`src/hw/rtl/follow_target_velocity_law_defines.svh`:
```
// Assertion macros for the follow target velocity law block.
`ifndef FOLLOW_TARGET_VELOCITY_LAW_DEFINES_SVH
`define FOLLOW_TARGET_VELOCITY_LAW_DEFINES_SVH

`ifndef ASSERT_OFF

// Plain property, sampled on clk, off while rst_n is low.
`define FVL_ASSERT(label, prop) \
    label: assert property (@(posedge clk) disable iff (!rst_n) (prop)) \
        else $error("follow_target_velocity_law: assertion failed");

// Implication from ante to cons, sampled on clk, off while rst_n is low.
`define FVL_ASSERT_IMPL(label, ante, cons) \
    label: assert property (@(posedge clk) disable iff (!rst_n) (ante) |-> cons) \
        else $error("follow_target_velocity_law: implication failed");

`else

`define FVL_ASSERT(label, prop)
`define FVL_ASSERT_IMPL(label, ante, cons)

`endif

`endif

```
`src/hw/rtl/fvl_pkg.sv`:
```
package fvl_pkg;

    localparam int POS_W      = 16;
    localparam int DIST_W     = 16;
    localparam int SQ_W       = 2 * POS_W;
    localparam int SQRT_STEPS = SQ_W / 2;
    localparam int REM_W      = DIST_W + 1;

    localparam int CORDIC_STEPS = 16;
    localparam int ATAN_ENTRIES = 24;
    localparam int CORDIC_ITERS = (CORDIC_STEPS < ATAN_ENTRIES) ? CORDIC_STEPS : ATAN_ENTRIES;
    localparam int PIPE_ITERS   = (CORDIC_ITERS > SQRT_STEPS) ? CORDIC_ITERS : SQRT_STEPS;
    localparam int CORDIC_SCALE = 16;
    localparam int CW           = 36;
    localparam int Z_W          = 17;
    localparam int ATAN_W       = 14;
    localparam int ANG_W        = 16;
    localparam int HALF_PI_Q14  = 25736;

    localparam logic [ATAN_W-1:0] ATAN_TAB [ATAN_ENTRIES] = '{
        14'd12868, 14'd7596, 14'd4014, 14'd2037, 14'd1023, 14'd512, 14'd256, 14'd128,
        14'd64, 14'd32, 14'd16, 14'd8, 14'd4, 14'd2, 14'd1, 14'd0,
        14'd0, 14'd0, 14'd0, 14'd0, 14'd0, 14'd0, 14'd0, 14'd0
    };

    localparam int GAIN_W = 16;
    localparam int LIM_W  = 15;
    localparam int VAL_W  = 17;
    localparam int VEL_W  = 16;
    localparam int PROD_W = 2 * VAL_W;
    localparam int FRAC_W = 8;

    localparam int CFG_IDX_W  = 3;
    localparam int CFG_DATA_W = 16;

    typedef enum logic [CFG_IDX_W-1:0] {
        CFG_LIN_GAIN   = 3'd0,
        CFG_LIN_MIN    = 3'd1,
        CFG_LIN_MAX    = 3'd2,
        CFG_ANG_GAIN   = 3'd3,
        CFG_ANG_MIN    = 3'd4,
        CFG_ANG_MAX    = 3'd5,
        CFG_DIST_THR   = 3'd6,
        CFG_ANGLE_THR  = 3'd7
    } cfg_idx_t;

    localparam logic [GAIN_W-1:0] LIN_GAIN_RST  = 16'd256;
    localparam logic [LIM_W-1:0]  LIN_MIN_RST   = 15'd0;
    localparam logic [LIM_W-1:0]  LIN_MAX_RST   = 15'd1024;
    localparam logic [GAIN_W-1:0] ANG_GAIN_RST  = 16'd256;
    localparam logic [LIM_W-1:0]  ANG_MIN_RST   = 15'd0;
    localparam logic [LIM_W-1:0]  ANG_MAX_RST   = 15'd16384;
    localparam logic [DIST_W-1:0] DIST_THR_RST  = 16'd1024;
    localparam logic [LIM_W-1:0]  ANGLE_THR_RST = 15'd1638;

    // input reg, squares, sum, iterations, deadband, product, output
    localparam int FIN_IDX = PIPE_ITERS + 3;
    localparam int LATENCY = PIPE_ITERS + 6;

    typedef struct packed {
        logic signed [VAL_W-1:0] gain;
        logic [LIM_W-1:0]        mn;
        logic [LIM_W-1:0]        mx;
    } lim_cfg_t;

endpackage

```
`src/hw/rtl/fvl_gain_limit.sv`:
```
module fvl_gain_limit (
    input  logic                             clk,
    input  fvl_pkg::lim_cfg_t                cfg,
    input  logic                             en,
    input  logic signed [fvl_pkg::VAL_W-1:0] value,
    output logic signed [fvl_pkg::VEL_W-1:0] vel
);
    import fvl_pkg::*;

    localparam int G_W = PROD_W - FRAC_W;
    localparam logic signed [PROD_W-1:0] RND = PROD_W'(1 << (FRAC_W - 1));

    logic signed [PROD_W-1:0] prod;
    logic signed [PROD_W-1:0] prod_reg;
    logic                     en_reg;
    logic signed [PROD_W-1:0] rnd;
    logic signed [G_W-1:0]    g;
    logic [G_W-1:0]           mag;
    logic [G_W-1:0]           mn_ext;
    logic [G_W-1:0]           mx_ext;
    logic                     pos;
    logic signed [VEL_W-1:0]  mn_s;
    logic signed [VEL_W-1:0]  mx_s;
    logic signed [VEL_W-1:0]  vel_next;
    logic signed [VEL_W-1:0]  vel_reg;

    assign prod = $signed(cfg.gain) * value;

    always_ff @(posedge clk)
    begin
        prod_reg <= prod;
        en_reg   <= en;
    end

    // round to nearest, ties up, then limit the magnitude; zero when en is low
    assign rnd    = prod_reg + RND;
    assign g      = rnd[PROD_W-1:FRAC_W];
    assign mag    = g[G_W-1] ? -g : g;
    assign mn_ext = {{(G_W-LIM_W){1'b0}}, cfg.mn};
    assign mx_ext = {{(G_W-LIM_W){1'b0}}, cfg.mx};
    assign pos    = !g[G_W-1] && (g != '0);
    assign mn_s   = {1'b0, cfg.mn};
    assign mx_s   = {1'b0, cfg.mx};

    always_comb
    begin
        if (!en_reg)
            vel_next = '0;
        else if (mag < mn_ext)
            vel_next = pos ? mn_s : -mn_s;
        else if (mag > mx_ext)
            vel_next = pos ? mx_s : -mx_s;
        else
            vel_next = g[VEL_W-1:0];
    end

    always_ff @(posedge clk)
    begin
        vel_reg <= vel_next;
    end

    assign vel = vel_reg;

endmodule
```
`config.mk`:
```
export PLATFORM = sky130hd
export DESIGN_NAME = fvl_gain_limit
export DESIGN_NICKNAME = d
export VERILOG_FILES = /design/src/hw/rtl/follow_target_velocity_law_defines.svh /design/src/hw/rtl/fvl_pkg.sv /design/src/hw/rtl/fvl_gain_limit.sv
export SDC_FILE = /design/constraint.sdc
export NUM_CORES = 1
export LEC_CHECK = 0
export BUFFER_PORTS_ARGS = -buffer_cell sky130_fd_sc_hd__buf_4
export CORE_UTILIZATION = 40
export CTS_BUF_LIST = sky130_fd_sc_hd__clkbuf_16
export DETAILED_ROUTE_END_ITERATION = 6
export PLACE_DENSITY = 0.62
export SETUP_SLACK_MARGIN = 0.02
export SYNTH_ARGS = -nofsm -noshare
export SYNTH_HDL_FRONTEND = slang
export SYNTH_SLANG_ARGS = --single-unit
export TNS_END_PERCENT = 100
```
`constraint.sdc`:
```
create_clock -name clk -period 18 [get_ports clk]
set_input_delay 3.6 -clock clk [delete_from_list [all_inputs] [get_ports clk]]
set_output_delay 3.6 -clock clk [all_outputs]
set_load 0.01 [all_outputs]
```
==> metrics.csv <==
metric,value,unit
sequential cell area fraction in the yosys report,5.97,%
Ports,82,
register bit total from synthesis,44,
CTS tree,yes,
r2r setup slk,12.80,ns
"Arr. time, crit path",10.01,ns
syn avg cell area,8.70,um^2
Layout fillers,3548,
MaxCap Viol Count,0,
Initial DRC Count,664,
design area,15800,um^2
DR top layer,met4,
RSZ-0062 raised after global routing,false,
Clock Sinks,44,
total die area,37600,um^2
nets@finish,2202,
Mapped Area,14700,um^2
metal3 WL,1650,um
crit share post-route,54.7,%
cts repair resizes,0,
Syn Inst Count,1695,
final setup violation count,0,
"Slew Viols, Final",0,
fin crit period,9.85,ns
crit path capture type,register,
Worst Setup SP,value[16],
Syn-to-layout area delta,7.47,%
Synthesis Warnings,0,
fmax,102,MHz
Worst-Margin Slew,1.12,ns
Clock Pin Slew Worst Setup and Hold Paths,0.06,ns
row cnt,69,
setup TNS,0,ns
# DRC,0,
synth unique cells,67,
CTS buffer count,5,
antenna-violating nets left,0,
Vias/cell,5.23,
Met2 Wirelength,18700,um
cts hold-fix bufs,0,
Post-Route WL,36600,um
Post-synth ARST share,0,%
Post-synth top flop,dfxtp_1,
length of the first detailed-routing pass in iterations,5,
die height,194,um
Buffers on Ports,81,
CP Max Fanout,14,
initial antenna violation count,0,
All-Layer GR Usage,20.4,%
Routed wire per std cell,16.7,um
CP Launch Type,primary input,
Worst Setup EP,prod_reg[33]$_DFF_P_,
layout cells sized above 1,6.43,%
max FFs per register,27,
placed inst area,15700,um^2
Root Driver,clkbuf_16,
RR Endpoint,vel[5]$_SDFF_PN0_,
endpoints failing hold,0,
CTS max path bufs,2,
Fin Clk Skew,0.00617,ns
WS Path Type,primary input to register,
Post-synth EDFFs,0,
Via Count,11400,
post-CTS setup buffers,0,
Slew headroom,25.0,%
"Core Util, Final",44.1,%
Initial Util,41.1,%
M1 WL,15500,um
R2R depth,15,
type of the worst min-delay path,register to register,
core box area,35900,um^2
Die Wd,194,um
total grt overflow,0,
status,"finished, final reports clean",
Worst-Skew Late Latency,0.29,ns
dpl hpwl,30300,um
RR Startpoint,prod_reg[7]$_DFF_P_,
routability cong.,0.880,
Syn Nets,2170,
first-pass GRT wire length,61800,um
n_diodes,0,
CP Data Required Time,18.16,ns
largest net degree at the start of global routing,24,
vias in the first global route,12300,
H-tree depth,2,
## routing by layer
metal	GRT usage, %	vias up
met5	0	-
met4	4.67	0
met1	25.4	5790
li1	-	5284
met2	37.5	314
met3	2.38	46
## worst min-delay path by stage
stage	startpoint	slack (ns)	cells after the start	to
2_1_floorplan	en_reg$_DFF_P_	0.60	3	vel[2]$_SDFF_PN0_
3_3_place_gp	en_reg$_DFF_P_	0.61	2	vel[11]$_SDFF_PN0_
3_5_place_dp	en_reg$_DFF_P_	0.61	2	vel[13]$_SDFF_PN0_
4_1_cts	en_reg$_DFF_P_	0.63	2	vel[2]$_SDFF_PN0_
5_1_grt	en_reg$_DFF_P_	0.66	2	vel[13]$_SDFF_PN0_
6_report	en_reg$_DFF_P_	0.63	2	vel[13]$_SDFF_PN0_
## synthesized netlist by cell type (all sizes together), types with 9 or more instances
master | n | area share (%)
inv | 410 | 10
fa | 295 | 40
nand2 | 165 | 4.2
and2 | 139 | 5.9
ha | 114 | 9.7
xnor2 | 77 | 4.6
nor2 | 61 | 1.6
clkbuf | 47 | 1.2
dfxtp | 44 | 6.0
o21ai | 30 | 1.0
a21oi | 24 | 0.81
xor2 | 23 | 1.4
nand4 | 22 | 1.0
nor4 | 22 | 0.98
nand3 | 19 | 0.73
nor3 | 18 | 0.64
a21o | 15 | 0.76
o21a | 15 | 0.76
o41ai | 15 | 1.0
buf | 13 | 0.53
a211oi | 10 | 0.51
a221oi | 10 | 0.59
o31ai | 9 | 0.46
## area by class of cell
class / instances / area (um^2) / area share (%)
multi-input cells: 1180 / 12100 / 76.2
inverters: 411 / 1540 / 9.74
flip-flops and latches: 44 / 881 / 5.56
repair buffers: 85 / 638 / 4.03
well taps: 461 / 577 / 3.64
clock buffers: 5 / 125 / 0.790
clock inverters: 2 / 12.5 / 0.0790
## layout by cell type, fill, tap and decap left out, types with 18 or more instances in the layout
cell type / netlist / routed
a21oi_1: 24 / 24
and2_1: 139 / 139
buf_4: 0 / 85
dfxtp_1: 44 / 44
fa_1: 295 / 295
ha_1: 114 / 114
inv_1: 410 / 410
nand2_1: 165 / 165
nand3_1: 18 / 18
nand4_1: 21 / 21
nor2_1: 61 / 61
nor4_1: 21 / 21
o21ai_0: 30 / 30
xnor2_1: 77 / 77
xor2_1: 23 / 23
## critical path, stage by stage
cell      delay, ns
buf_4          0.13
inv_1          0.41
nor2_1         0.15
fa_1           0.54
fa_1           0.52
fa_1           0.52
fa_1           0.54
fa_1           0.55
inv_1          0.05
fa_1           0.53
inv_1          0.04
ha_1           0.33
a211o_1        0.30
a21oi_1        0.21
o21bai_1       0.10
a21o_1         0.18
a21o_1         0.19
o21ai_0        0.31
o31ai_1        0.19
a211oi_1       0.36
o21bai_1       0.13
xnor2_1        0.13
## metrics by stage
step / cells / hold slack, ns / setup slack [ns]
after CTS: 2188 / 0.632 / 8.12
after global placement: 2181 / 0.611 / 7.97
after global routing: 2188 / 0.664 / 7.74
after floorplan: 1695 / 0.601 / 8.21
after detailed placement: 2181 / 0.606 / 7.82
final: 2188 / 0.632 / 8.15
## logic make-up after synthesis
| logic type | synth area share (%) |
|---|---|
| XOR/XNOR | 5.94 |
| AO/OA/AOI/OAI | 8.77 |
| flip-flops | 5.97 |
| AND/OR/NAND/NOR | 17.3 |
| multiplexers | 0.136 |
| adder cells (fa/ha/maj) | 49.7 |
| buffers and inverters | 12.2 |
Power is left out: the tool's default activity adds up to more than one toggle a clock period on the data nets, which glitch-free logic cannot reach.
