--- config.mk ---
export PLATFORM = sky130hd
export DESIGN_NAME = fvl_cordic_pipe
export DESIGN_NICKNAME = d
export VERILOG_FILES = /design/src/hw/rtl/follow_target_velocity_law_defines.svh /design/src/hw/rtl/fvl_pkg.sv /design/src/hw/rtl/fvl_cordic_pipe.sv
export SDC_FILE = /design/constraint.sdc
export NUM_CORES = 2
export LEC_CHECK = 0
export BUFFER_PORTS_ARGS = -buffer_cell sky130_fd_sc_hd__buf_4
export CAP_MARGIN = 0
export CORE_MARGIN = 10
export CORE_UTILIZATION = 52
export DETAILED_ROUTE_END_ITERATION = 7
export HOLD_SLACK_MARGIN = 0.12
export PLACE_DENSITY = 0.74
export SLEW_MARGIN = 10
export SYNTH_ARGS = -nofsm -noshare
export SYNTH_HDL_FRONTEND = slang
export SYNTH_SLANG_ARGS = --single-unit
--- constraint.sdc ---
create_clock -name clk -period 4.6 [get_ports clk]
set_clock_uncertainty 0.1 [all_clocks]
set_input_delay 0.92 -clock clk [delete_from_list [all_inputs] [get_ports clk]]
set_output_delay 0.92 -clock clk [all_outputs]
set_load 0.02 [all_outputs]
--- src/hw/rtl/follow_target_velocity_law_defines.svh ---
// Assertion macros for the follow target velocity law block.
`ifndef FOLLOW_TARGET_VELOCITY_LAW_DEFINES_SVH
`define FOLLOW_TARGET_VELOCITY_LAW_DEFINES_SVH

`ifndef ASSERT_OFF

// Plain property, sampled on clk, off while rst_n is low.
`define FVL_ASSERT(label, prop) \
    label: assert property (@(posedge clk) disable iff (!rst_n) (prop)) \
        else $error("follow_target_velocity_law: assertion failed");

// Implication from ante to cons, sampled on clk, off while rst_n is low.
`define FVL_ASSERT_IMPL(label, ante, cons) \
    label: assert property (@(posedge clk) disable iff (!rst_n) (ante) |-> cons) \
        else $error("follow_target_velocity_law: implication failed");

`else

`define FVL_ASSERT(label, prop)
`define FVL_ASSERT_IMPL(label, ante, cons)

`endif

`endif

--- src/hw/rtl/fvl_pkg.sv ---
package fvl_pkg;

    localparam int POS_W      = 16;
    localparam int DIST_W     = 16;
    localparam int SQ_W       = 2 * POS_W;
    localparam int SQRT_STEPS = SQ_W / 2;
    localparam int REM_W      = DIST_W + 1;

    localparam int CORDIC_STEPS = 16;
    localparam int ATAN_ENTRIES = 24;
    localparam int CORDIC_ITERS = (CORDIC_STEPS < ATAN_ENTRIES) ? CORDIC_STEPS : ATAN_ENTRIES;
    localparam int PIPE_ITERS   = (CORDIC_ITERS > SQRT_STEPS) ? CORDIC_ITERS : SQRT_STEPS;
    localparam int CORDIC_SCALE = 16;
    localparam int CW           = 36;
    localparam int Z_W          = 17;
    localparam int ATAN_W       = 14;
    localparam int ANG_W        = 16;
    localparam int HALF_PI_Q14  = 25736;

    localparam logic [ATAN_W-1:0] ATAN_TAB [ATAN_ENTRIES] = '{
        14'd12868, 14'd7596, 14'd4014, 14'd2037, 14'd1023, 14'd512, 14'd256, 14'd128,
        14'd64, 14'd32, 14'd16, 14'd8, 14'd4, 14'd2, 14'd1, 14'd0,
        14'd0, 14'd0, 14'd0, 14'd0, 14'd0, 14'd0, 14'd0, 14'd0
    };

    localparam int GAIN_W = 16;
    localparam int LIM_W  = 15;
    localparam int VAL_W  = 17;
    localparam int VEL_W  = 16;
    localparam int PROD_W = 2 * VAL_W;
    localparam int FRAC_W = 8;

    localparam int CFG_IDX_W  = 3;
    localparam int CFG_DATA_W = 16;

    typedef enum logic [CFG_IDX_W-1:0] {
        CFG_LIN_GAIN   = 3'd0,
        CFG_LIN_MIN    = 3'd1,
        CFG_LIN_MAX    = 3'd2,
        CFG_ANG_GAIN   = 3'd3,
        CFG_ANG_MIN    = 3'd4,
        CFG_ANG_MAX    = 3'd5,
        CFG_DIST_THR   = 3'd6,
        CFG_ANGLE_THR  = 3'd7
    } cfg_idx_t;

    localparam logic [GAIN_W-1:0] LIN_GAIN_RST  = 16'd256;
    localparam logic [LIM_W-1:0]  LIN_MIN_RST   = 15'd0;
    localparam logic [LIM_W-1:0]  LIN_MAX_RST   = 15'd1024;
    localparam logic [GAIN_W-1:0] ANG_GAIN_RST  = 16'd256;
    localparam logic [LIM_W-1:0]  ANG_MIN_RST   = 15'd0;
    localparam logic [LIM_W-1:0]  ANG_MAX_RST   = 15'd16384;
    localparam logic [DIST_W-1:0] DIST_THR_RST  = 16'd1024;
    localparam logic [LIM_W-1:0]  ANGLE_THR_RST = 15'd1638;

    // input reg, squares, sum, iterations, deadband, product, output
    localparam int FIN_IDX = PIPE_ITERS + 3;
    localparam int LATENCY = PIPE_ITERS + 6;

    typedef struct packed {
        logic signed [VAL_W-1:0] gain;
        logic [LIM_W-1:0]        mn;
        logic [LIM_W-1:0]        mx;
    } lim_cfg_t;

endpackage

--- src/hw/rtl/fvl_cordic_pipe.sv ---
module fvl_cordic_pipe (
    input  logic                             clk,
    input  logic signed [fvl_pkg::POS_W-1:0] x,
    input  logic signed [fvl_pkg::POS_W-1:0] y,
    output logic signed [fvl_pkg::ANG_W-1:0] angle
);
    import fvl_pkg::*;

    localparam logic signed [Z_W-1:0] Z_HI = Z_W'(HALF_PI_Q14);
    localparam logic signed [Z_W-1:0] Z_LO = -Z_HI;

    logic signed [POS_W:0] xe;
    logic signed [POS_W:0] ye;
    logic signed [POS_W:0] ax_reg;
    logic signed [POS_W:0] ay_reg;
    logic                  zero1_reg;
    logic signed [CW-1:0]  cx0_reg;
    logic signed [CW-1:0]  cy0_reg;
    logic                  zero2_reg;

    logic signed [CW-1:0]  cx_reg   [PIPE_ITERS];
    logic signed [CW-1:0]  cy_reg   [PIPE_ITERS];
    logic signed [Z_W-1:0] z_reg    [PIPE_ITERS];
    logic                  zero_reg [PIPE_ITERS];

    logic signed [Z_W-1:0] z_fin;

    assign xe = {x[POS_W-1], x};
    assign ye = {y[POS_W-1], y};

    // mirror through the origin for x < 0
    always_ff @(posedge clk)
    begin
        ax_reg    <= x[POS_W-1] ? -xe : xe;
        ay_reg    <= x[POS_W-1] ? -ye : ye;
        zero1_reg <= (x == '0);
        cx0_reg   <= {{(CW-POS_W-1-CORDIC_SCALE){ax_reg[POS_W]}}, ax_reg,
                      {CORDIC_SCALE{1'b0}}};
        cy0_reg   <= {{(CW-POS_W-1-CORDIC_SCALE){ay_reg[POS_W]}}, ay_reg,
                      {CORDIC_SCALE{1'b0}}};
        zero2_reg <= zero1_reg;
    end

    for (genvar k = 0; k < PIPE_ITERS; k++)
    begin : g_stage
        logic signed [CW-1:0]  cx_in;
        logic signed [CW-1:0]  cy_in;
        logic signed [Z_W-1:0] z_in;
        logic                  zero_in;

        if (k == 0)
        begin : g_first
            assign cx_in   = cx0_reg;
            assign cy_in   = cy0_reg;
            assign z_in    = '0;
            assign zero_in = zero2_reg;
        end
        else
        begin : g_next
            assign cx_in   = cx_reg[k-1];
            assign cy_in   = cy_reg[k-1];
            assign z_in    = z_reg[k-1];
            assign zero_in = zero_reg[k-1];
        end

        if (k < CORDIC_ITERS)
        begin : g_step
            logic signed [CW-1:0]  dx;
            logic signed [CW-1:0]  dy;
            logic signed [Z_W-1:0] at;

            assign dx = cy_in >>> k;
            assign dy = cx_in >>> k;
            assign at = {{(Z_W-ATAN_W){1'b0}}, ATAN_TAB[k]};

            always_ff @(posedge clk)
            begin
                zero_reg[k] <= zero_in;
                if (!cy_in[CW-1])
                begin
                    cx_reg[k] <= cx_in + dx;
                    cy_reg[k] <= cy_in - dy;
                    z_reg[k]  <= z_in + at;
                end
                else
                begin
                    cx_reg[k] <= cx_in - dx;
                    cy_reg[k] <= cy_in + dy;
                    z_reg[k]  <= z_in - at;
                end
            end
        end
        else
        begin : g_hold
            always_ff @(posedge clk)
            begin
                cx_reg[k]   <= cx_in;
                cy_reg[k]   <= cy_in;
                z_reg[k]    <= z_in;
                zero_reg[k] <= zero_in;
            end
        end
    end

    always_comb
    begin
        z_fin = z_reg[PIPE_ITERS-1];
        if (zero_reg[PIPE_ITERS-1])
            z_fin = '0;
        else if (z_fin > Z_HI)
            z_fin = Z_HI;
        else if (z_fin < Z_LO)
            z_fin = Z_LO;
    end

    assign angle = z_fin[ANG_W-1:0];

endmodule

==> flow_metrics.tcl <==
set metrics [dict create \
    cp_data_arrival_time_ps 4960 \
    r2r-start "cy_reg[0][251]" \
    fin_area_mm2 0.0894 \
    pre_cts_ws_ps -260 \
    die-area_mm2 0.170 \
    critPathMaxFanout 11 \
    die_w_um 412 \
    max_slew_margin_pct 35.9 \
    ys_seq_area_share_pct 27.9 \
    cap_violations 0 \
    cp.depth 15 \
    grt_max_degree 49 \
    drtIter0Drc 5392 \
    grt_remaining_overflow 0 \
    grt_pass1_vias 66400 \
    netlist_top_cells_count "dfxtp_1, a21oi_1, ha_1" \
    ys_top_cells_by_area "dfxtp_1, ha_1, xnor2_1, a21oi_1, xor2_1" \
    crit_path_start_kind "flop" \
    drc 0 \
    grtUsageMet3_pct 2.89 \
    netlist_area_mm2 0.0801 \
    cts_buffers 120 \
    largest_register_ffs 400 \
    async_flop_share_pct 0 \
    grt_first_pass_wirelength_um 343000 \
    diodes 0 \
    synthDistinctLibCells 94 \
    final_nets 10800 \
    grtUsageTotal_pct 24.2 \
    cp.required_ps 5120 \
    cts_buffer_depth 3 \
    busiest_layer "met2" \
    hold_class "in2reg" \
    crit_path_end "cy_reg[0][282]" \
    fin_crit_ps 4450 \
    synth_top_area_cell "dfxtp_1" \
    syn_to_final_growth_pct 11.7 \
    setup_slack_ps 154 \
    dp_hpwl_um 173000 \
    tightest_slew_ps 962 \
    yosys.area.top_type_share_pct 27.9 \
    num_io_pins 49 \
    crit_type "reg2reg" \
    path_buf_inv 2 \
    dr_total_vias 68900 \
    final_core_util_pct 58.7 \
    dpl_cell_area_mm2 0.0843 \
    dr.pass1.iters 6 \
    cts_tree "built" \
    slew_viol_final 0 \
    fin_crit_sh_pct 96.7 \
    grt_util_met1_pct 31.4 \
    place.gp.congestion 0.971 \
    ys.flop_type "dfxtp_1" \
    drive_gt1_share_pct 7.83 \
    antenna_found_initial 4 \
    synth.most_common_cell "dfxtp_1" \
    root_buffer "clkbuf_16" \
    outcome "finished, final reports clean" \
    fp.dieH_um 412 \
    rr_worst_depth 15 \
    cts_max_level 3 \
    cts_sinks 1116 \
    antenna_left 0 \
    r2r-end "cy_reg[0][282]" \
    clkSlewWorstSetupHoldPaths_ps 70 \
    fmax_mhz 225 \
    end_kind "flop" \
    syn_nets 10500 \
    routed_via_density 5.81 \
    insertion_delay_ps 790 \
    max_stage_delay_ps 460 \
    rrSetupSlack_ps 150 \
    hold_viol 0 \
    synth.avg_cell_area_um2 8.45 \
    crit_family "compound AO/OA/AOI/OAI gates" \
    ys_warn_count 0 \
    synth_edf_count 0 \
    io_buffers 48 \
    ys_ff_latch 1116 \
    routed_wl_um 215000 \
    synth_cells 9473 \
    start_util_pct 52.5 \
    core_area_mm2 0.152 \
    startpoint "cy_reg[0][251]" \
    critical-path-slowest-cell "a2111o_1" \
    ctsHoldBuffers 0 \
    path_cells "buf_4 -> buf_6 -> mux2_2 -> fa_1 -> a211o_1 -> a211oi_2 -> o311ai_2 -> o211ai_1 -> a21oi_1 -> a2111o_1 -> a41oi_1 -> o2bb2ai_1 -> nor2_1 -> a21bo_2 -> xor2_1" \
    row_count 143 \
    routedWlPerCell_um 18.1 \
    use_met2_pct 41.6 \
    setup_viol 0 \
]
cell families (layout without fill, tap and decap cells):
kind of cell               after synthesis  count (layout)  synth area share [%]
buffers and inverters                  643            1004                  3.02
adders and majority gates             1030            1030                  16.4
muxes                                   67              67                 0.892
DFF                                   1116            1116                  27.9
AOI/OAI and AO/OA                     2648            2648                  20.8
xor gates and xnor gates              1418            1418                  15.5
and+or+nand+nor                       2550            2550                  15.4
other                                    1               1               0.00468
placed cells by master (no fill, tap or decap), drive strengths merged, types with 257 or more instances in the layout:
| master | Yosys | layout |
|---|---|---|
| xnor2 | 893 | 893 |
| ha | 994 | 994 |
| dfxtp | 1116 | 1116 |
| nor3 | 257 | 257 |
| a21oi | 1013 | 1013 |
| buf | 27 | 304 |
| a21o | 407 | 407 |
| inv | 472 | 486 |
| xor2 | 525 | 525 |
| o21ai | 417 | 417 |
| nor2 | 859 | 859 |
| nand2 | 485 | 485 |
stage by stage:
stage / setup TNS (ps) / std cells / hold slack (ps)
after floorplan: 0 / 9473 / 210
after global placement: -104 / 11600 / 210
after detailed placement: -728 / 11600 / 212
after CTS: 0 / 11900 / 143
after global routing: -232 / 11900 / 170
final: 0 / 11900 / 198
layout make-up:
type | count | area [um^2]
timing repair buffer | 304 | 2310
sequential | 1116 | 22400
tap | 2030 | 2540
inverter | 475 | 1780
clock inverter | 91 | 1340
multi-input combinational | 7714 | 56000
fill | 13500 | 63000
clock buffer | 134 | 3130
worst min-delay path by stage:
stage	from	to	slack [ps]	depth (start not counted)
2_1_floorplan	ax_reg[0]	cx0_reg[16]	210	0
3_3_place_gp	z_reg[3][21]	z_reg[4][4]	210	0
3_5_place_dp	ax_reg[2]	cx0_reg[18]	210	0
4_1_cts	x[0]	ax_reg[0]	140	1
5_1_grt	x[0]	ax_reg[0]	170	1
6_report	x[0]	ax_reg[0]	200	1
layer usage:
layer	wire length, um	up-vias	part of all wire [%]
li1	-	34100	-
met1	95300	32600	44
met2	101000	1891	47
met3	12100	405	5.6
met4	6210	0	2.9
met5	0	-	0
repair_timing:
action                                  CTS  global route
gates resized for setup                   9           133
pin swaps                                 0            15
buffers inserted                          0             3
endpoints found under the setup margin    8           123
Power is not shown: default switching activity piles up to over one toggle a cycle in this logic, so the estimate is an artifact.
