[src/hw/rtl/follow_target_velocity_law_defines.svh]
// Assertion macros for the follow target velocity law block.
`ifndef FOLLOW_TARGET_VELOCITY_LAW_DEFINES_SVH
`define FOLLOW_TARGET_VELOCITY_LAW_DEFINES_SVH

`ifndef ASSERT_OFF

// Plain property, sampled on clk, off while rst_n is low.
`define FVL_ASSERT(label, prop) \
    label: assert property (@(posedge clk) disable iff (!rst_n) (prop)) \
        else $error("follow_target_velocity_law: assertion failed");

// Implication from ante to cons, sampled on clk, off while rst_n is low.
`define FVL_ASSERT_IMPL(label, ante, cons) \
    label: assert property (@(posedge clk) disable iff (!rst_n) (ante) |-> cons) \
        else $error("follow_target_velocity_law: implication failed");

`else

`define FVL_ASSERT(label, prop)
`define FVL_ASSERT_IMPL(label, ante, cons)

`endif

`endif

[src/hw/rtl/fvl_pkg.sv]
package fvl_pkg;

    localparam int POS_W      = 16;
    localparam int DIST_W     = 16;
    localparam int SQ_W       = 2 * POS_W;
    localparam int SQRT_STEPS = SQ_W / 2;
    localparam int REM_W      = DIST_W + 1;

    localparam int CORDIC_STEPS = 16;
    localparam int ATAN_ENTRIES = 24;
    localparam int CORDIC_ITERS = (CORDIC_STEPS < ATAN_ENTRIES) ? CORDIC_STEPS : ATAN_ENTRIES;
    localparam int PIPE_ITERS   = (CORDIC_ITERS > SQRT_STEPS) ? CORDIC_ITERS : SQRT_STEPS;
    localparam int CORDIC_SCALE = 16;
    localparam int CW           = 36;
    localparam int Z_W          = 17;
    localparam int ATAN_W       = 14;
    localparam int ANG_W        = 16;
    localparam int HALF_PI_Q14  = 25736;

    localparam logic [ATAN_W-1:0] ATAN_TAB [ATAN_ENTRIES] = '{
        14'd12868, 14'd7596, 14'd4014, 14'd2037, 14'd1023, 14'd512, 14'd256, 14'd128,
        14'd64, 14'd32, 14'd16, 14'd8, 14'd4, 14'd2, 14'd1, 14'd0,
        14'd0, 14'd0, 14'd0, 14'd0, 14'd0, 14'd0, 14'd0, 14'd0
    };

    localparam int GAIN_W = 16;
    localparam int LIM_W  = 15;
    localparam int VAL_W  = 17;
    localparam int VEL_W  = 16;
    localparam int PROD_W = 2 * VAL_W;
    localparam int FRAC_W = 8;

    localparam int CFG_IDX_W  = 3;
    localparam int CFG_DATA_W = 16;

    typedef enum logic [CFG_IDX_W-1:0] {
        CFG_LIN_GAIN   = 3'd0,
        CFG_LIN_MIN    = 3'd1,
        CFG_LIN_MAX    = 3'd2,
        CFG_ANG_GAIN   = 3'd3,
        CFG_ANG_MIN    = 3'd4,
        CFG_ANG_MAX    = 3'd5,
        CFG_DIST_THR   = 3'd6,
        CFG_ANGLE_THR  = 3'd7
    } cfg_idx_t;

    localparam logic [GAIN_W-1:0] LIN_GAIN_RST  = 16'd256;
    localparam logic [LIM_W-1:0]  LIN_MIN_RST   = 15'd0;
    localparam logic [LIM_W-1:0]  LIN_MAX_RST   = 15'd1024;
    localparam logic [GAIN_W-1:0] ANG_GAIN_RST  = 16'd256;
    localparam logic [LIM_W-1:0]  ANG_MIN_RST   = 15'd0;
    localparam logic [LIM_W-1:0]  ANG_MAX_RST   = 15'd16384;
    localparam logic [DIST_W-1:0] DIST_THR_RST  = 16'd1024;
    localparam logic [LIM_W-1:0]  ANGLE_THR_RST = 15'd1638;

    // input reg, squares, sum, iterations, deadband, product, output
    localparam int FIN_IDX = PIPE_ITERS + 3;
    localparam int LATENCY = PIPE_ITERS + 6;

    typedef struct packed {
        logic signed [VAL_W-1:0] gain;
        logic [LIM_W-1:0]        mn;
        logic [LIM_W-1:0]        mx;
    } lim_cfg_t;

endpackage

[src/hw/rtl/fvl_sqrt_pipe.sv]
module fvl_sqrt_pipe (
    input  logic                             clk,
    input  logic signed [fvl_pkg::POS_W-1:0] x,
    input  logic signed [fvl_pkg::POS_W-1:0] y,
    output logic [fvl_pkg::DIST_W-1:0]       root
);
    import fvl_pkg::*;

    logic signed [SQ_W-1:0] xsq;
    logic signed [SQ_W-1:0] ysq;
    logic [SQ_W-1:0]        xsq_reg;
    logic [SQ_W-1:0]        ysq_reg;
    logic [SQ_W-1:0]        sum_reg;

    logic [SQ_W-1:0]   rad_reg  [PIPE_ITERS];
    logic [REM_W-1:0]  rem_reg  [PIPE_ITERS];
    logic [DIST_W-1:0] root_reg [PIPE_ITERS];

    assign xsq = x * x;
    assign ysq = y * y;

    always_ff @(posedge clk)
    begin
        xsq_reg <= xsq;
        ysq_reg <= ysq;
        sum_reg <= xsq_reg + ysq_reg;
    end

    // one result bit per stage, two radicand bits consumed each time
    for (genvar k = 0; k < PIPE_ITERS; k++)
    begin : g_stage
        logic [SQ_W-1:0]   rad_in;
        logic [REM_W-1:0]  rem_in;
        logic [DIST_W-1:0] root_in;

        if (k == 0)
        begin : g_first
            assign rad_in  = sum_reg;
            assign rem_in  = '0;
            assign root_in = '0;
        end
        else
        begin : g_next
            assign rad_in  = rad_reg[k-1];
            assign rem_in  = rem_reg[k-1];
            assign root_in = root_reg[k-1];
        end

        if (k < SQRT_STEPS)
        begin : g_step
            logic [REM_W+1:0] rem_sh;
            logic [REM_W+1:0] trial;
            logic [REM_W+1:0] diff;

            assign rem_sh = {rem_in, rad_in[SQ_W-1-2*k -: 2]};
            assign trial  = {{(REM_W-DIST_W){1'b0}}, root_in, 2'b01};
            assign diff   = rem_sh - trial;

            always_ff @(posedge clk)
            begin
                rad_reg[k] <= rad_in;
                if (rem_sh >= trial)
                begin
                    rem_reg[k]  <= diff[REM_W-1:0];
                    root_reg[k] <= {root_in[DIST_W-2:0], 1'b1};
                end
                else
                begin
                    rem_reg[k]  <= rem_sh[REM_W-1:0];
                    root_reg[k] <= {root_in[DIST_W-2:0], 1'b0};
                end
            end
        end
        else
        begin : g_hold
            always_ff @(posedge clk)
            begin
                rad_reg[k]  <= rad_in;
                rem_reg[k]  <= rem_in;
                root_reg[k] <= root_in;
            end
        end
    end

    assign root = root_reg[PIPE_ITERS-1];

endmodule

[config.mk]
export PLATFORM = sky130hd
export DESIGN_NAME = fvl_sqrt_pipe
export DESIGN_NICKNAME = d
export VERILOG_FILES = /design/src/hw/rtl/follow_target_velocity_law_defines.svh /design/src/hw/rtl/fvl_pkg.sv /design/src/hw/rtl/fvl_sqrt_pipe.sv
export SDC_FILE = /design/constraint.sdc
export NUM_CORES = 2
export LEC_CHECK = 0
export ABC_AREA = 1
export ABC_CLOCK_PERIOD_IN_PS = 14650
export BUFFER_PORTS_ARGS = -buffer_cell sky130_fd_sc_hd__buf_4
export CORE_MARGIN = 3
export CORE_UTILIZATION = 60
export CTS_CLUSTER_SIZE = 10
export DETAILED_ROUTE_END_ITERATION = 6
export GPL_TIMING_DRIVEN = 0
export MAX_ROUTING_LAYER = met4
export PLACE_DENSITY = 0.87
export SLEW_MARGIN = 20
export SYNTH_ARGS = -nofsm -noshare
export SYNTH_HDL_FRONTEND = slang
export SYNTH_SLANG_ARGS = --single-unit
[constraint.sdc]
create_clock -name clk -period 14.65 [get_ports clk]
set_input_delay 1.465 -clock clk [delete_from_list [all_inputs] [get_ports clk]]
set_output_delay 1.465 -clock clk [all_outputs]
set_load 0.02 [all_outputs]
==> results.md <==
Critical path:
- STA classifies the critical path startpoint as an input pin.
- The worst-path maximum fanout is 10.
- The worst register-to-register path begins at root_reg[0][97]$_DFF_P_.
- Measured in cells, the most critical reg-to-reg path has a length of 10.
- The terminus of the critical flop-to-flop path is rem_reg[0][133]$_DFF_P_.
- The critical path's largest stage delay is 960 ps.
- The largest individual stage delay along the critical path comes from the cell fa_1.
- The critical path's most frequent cell is fa_1.
- The arrival time of the worst setup path is approximately 8000 ps.
- The setup slack of the most critical reg-to-reg path is between 10000 and 15000 ps.
- The critical path is of the in2reg type.
- The endpoint kind of the worst setup timing path is a flip-flop.
- The critical path goes through buf_4 > clkbuf_1 > clkbuf_1 > nand2_1 > fa_1 > inv_1 > fa_1 > fa_1 > fa_1 > fa_1 > inv_1 > fa_1 > inv_1 > ha_1 > nand2_1 > nor2_1 > nand2_1 > nor3_1 > nand2_1 > nand4_1 > nand2_1.
- The data required time at the worst endpoint is between 15000 and 20000 ps.

Yosys:
- The area of the mapped netlist is about 49000 um^2.
- The number of nets in the synthesized netlist is 7299.
- The cell count after synthesis is approximately 6400.
- The number of synthesized register bits is 707.
- The average footprint of a synthesized cell is 7.677 um^2.
- After synthesis, the share of flip-flops with an asynchronous set or reset is 0.
- The proportion of synthesized chip area in sequential cells is 0.2866.
- The most used flip-flop cell after synthesis is dfxtp_1.
- The unique cell type count in the Yosys netlist is 56.
- For this run, the number of Yosys warnings is 0.
- Counting flops with a built-in enable in the synthesized netlist gives 0.

STA:
- The slew at the pin with the worst max-slew slack is 801.6 ps.
- The ratio of final minimum period to clock period is 0.5163.
- The post-route minimum period is approximately 7600 ps.
- The worst slew margin relative to its limit is 0.4656.
- The highest clock frequency the design can meet is around 0.13 GHz.
- The number of hold-slack violations in the final timing report came to 0.
- The maximum clock skew at final layout is between 30 and 40 ps.
- Setup repair after global routing left no endpoint under its margin.
- The number of max-slew violations in the final report is 0.
- Summed over all failing endpoints, the final setup total negative slack is 0 ps.
- The number of failing setup endpoints in the final timing report is 0.

Route:
- The length of routed wiring on met1 is 48240 um.
- The routed length on met2 is 58720 um.
- In the detailed route, the total length drawn on met3 is around 6700 um.
- The highest layer touched by signal routing is met4.
- The first detailed-routing pass ran for 6 iterations.
- The detailed router placed 39879 vias in this run.
- The detailed router finished its first iteration with between 3000 and 4000 violations.
- The wire length reported by the detailed router is ~120000 um.
- The number of DRC violations after detailed routing is 0.
- The routed wire length per instance is around 16 um.
- In this run the remaining antenna-violating nets after routing total 0.
- Using the TritonRoute via totals, the vias-per-cell ratio works out to approximately 5.2.

Final layout:
- Relative to the synthesized area, the layout overhead comes to 8.086%.
- The register with the most flip-flops in the layout has 240 of them.
- In the layout the commonest cells are nand2_1 (1724), inv_1 (1496), dfxtp_1 (707), fa_1 (468), nor2_1 (385).
- The number of filler cells placed in the layout is 6738.
- The number of nets in the layout is roughly 7400.
- The number of antenna diodes in the final layout is 0.
- The library cell used most frequently in the layout, excluding fill and tap cells, is nand2_1.
- Of the cells placed in the final design, the portion with a size suffix greater than 1 is 0.04120.

Status:
- The run finished with clean final reports.

CTS:
- The total setup buffers inserted after CTS is 0.
- The number of CTS-inserted buffers is 84.
- The insertion delay of the later-clocked pin in the worst-skew pair is approximately 620 ps.
- The number of gates resized after CTS was 0.
- Clock-pin slew was measured on the worst setup and hold paths at roughly 50 ps.
- The clock passes through at most 3 buffers.
- CTS saw ~710 sinks.
- TritonCTS built the clock tree.
- The number of buffers inserted by hold repair at cts is 0.
- The H-tree depth is 3.
- In this run the clock root is driven by a clkbuf_16.

Place:
- Once detailed placement completed, the half-perimeter wirelength came to between 90000 and 100000 um.
- During placement, the flow inserted port buffers numbering 35.
- At the end of routability-driven placement, the weighted congestion stood at a little under 1.

Min path:
- The worst-case hold path end point is rad_reg[1][40]$_DFF_P_.
- The count of cells along the worst hold path is 0.
- The source of the worst hold timing path is rad_reg[1][8]$_DFF_P_.
- The type of the most critical hold path is reg2reg.

Global routing:
- Across every metal layer, demand over resource in global routing totals 0.2905.
- The pin count of the biggest net entering global routing is 12.
- The number of global-route vias before repair is about 40000.
- The residual overflow from global routing is 0.
- The initial antenna violation count is 0.
- The first global-routing pass estimated 196000 um of wire.

Floorplanning:
- The die width is 292.9 um.
- From bottom edge to top edge, the die measures 292.9 um.
- The die covers approximately 86000 um^2.
- The initialized floorplan defines 104 standard-cell rows.
- The core region area is between 80000 and 90000 um^2.
- For this design the top-level I/O count stands at 49.
- The starting density of the core is 0.6093.

Job:
- The tool flagged a number of max-cap violations equal to 0.
==> routing by layer <==
layer | global-route usage | vias up
met1 | 0.3456 | 18655
met2 | 0.5005 | 1282
met3 | 0.03341 | 371
met5 | - | -
li1 | - | 19571
met4 | 0.1251 | 0
==> through the flow <==
stage / setup WS, ps / util / hold WS [ps] / instance area, um^2 / instances
2_1_floorplan: 7673 / - / 309.6 / 49390 / 6434
3_3_place_gp: 6700 / 0.6289 / 309.8 / 50980 / 7529
3_5_place_dp: 6531 / 0.6289 / 312.1 / 50980 / 7529
4_1_cts: 7197 / 0.6585 / 286.7 / 53390 / 7638
5_1_grt: 6630 / 0.6585 / 300.1 / 53390 / 7638
6_report: 7086 / 0.6585 / 291.0 / 53390 / 7638
==> critical path, delay by kind of cell <==
kind | cells | cell delay [ps]
adders and majority gates | 7 | 4070
and+or+nand+nor | 8 | 1080
buffers and inverters | 6 | 1410
==> cell type report <==
| cell class | count | area, um^2 | area share |
|---|---|---|---|
| Multi-Input combinational cell | 4130 | 29120 | 0.5455 |
| Sequential cell | 707 | 14150 | 0.2651 |
| Inverter | 1507 | 5659 | 0.1060 |
| Clock buffer | 101 | 2300 | 0.04308 |
| Tap cell | 1060 | 1326 | 0.02484 |
| Buffer | 90 | 455.4 | 0.008531 |
| Timing Repair Buffer | 35 | 262.8 | 0.004922 |
| Clock inverter | 8 | 105.1 | 0.001969 |
==> cells by family after synthesis <==
family | share of synthesized area
compound gates | 0.05137
xor+xnor | 0.02802
flops | 0.2866
simple gates | 0.2283
buf+inv | 0.1238
other cells | 0.00007592
fa+ha+maj | 0.2819
==> how the worst max path moves through the flow <==
stage	end	slack, ps	cells after the start	from
global placement	ysq_reg[30]$_DFF_P_	6700	21	y[6]
floorplan	ysq_reg[31]$_DFF_P_	7670	21	y[15]
finish	ysq_reg[28]$_DFF_P_	7090	21	y[6]
global route	ysq_reg[27]$_DFF_P_	6630	21	y[15]
CTS	ysq_reg[27]$_DFF_P_	7200	21	y[15]
detailed placement	ysq_reg[30]$_DFF_P_	6530	21	y[6]
==> synthesized netlist by cell type (3+ instances only) <==
library cell  instances  area [um^2]
inv_1              1496         5615
xnor2_1              48        420.4
o2111ai_1             4        35.03
and2_1               18        112.6
nor2_4                6        67.56
nand2_1            1724         6471
fa_1                468         9369
nor2_2               13        81.33
or2_2                13        81.33
clkbuf_1             62        232.7
o21bai_1             36        270.3
nand3b_1             33        247.7
xor2_1              110        963.4
o21ai_2              14        122.6
a21oi_2              15        131.4
buf_4                 8        60.06
a31o_2                5        43.79
inv_2                 9        33.78
a21o_1                7        52.55
nand3_2               4        40.04
buf_2                 7        35.03
and3_1                3        18.77
a21oi_1             209         1046
buf_1                 3        11.26
nand3_1             318         1592
nand2_2              11        68.82
nand4_1              79        494.2
nor3_1               72        360.4
nor3_2                6        60.06
or2_1                 3        18.77
ha_1                364         4554
o211ai_1              5        37.54
nor2_1              385         1445
o21ai_1              18        90.09
dfxtp_1             707        14150
buf_6                 9        101.4
o21ai_0             119        595.6
Power is not shown: default switching activity piles up to over one toggle a cycle in this logic, so the estimate is an artifact.
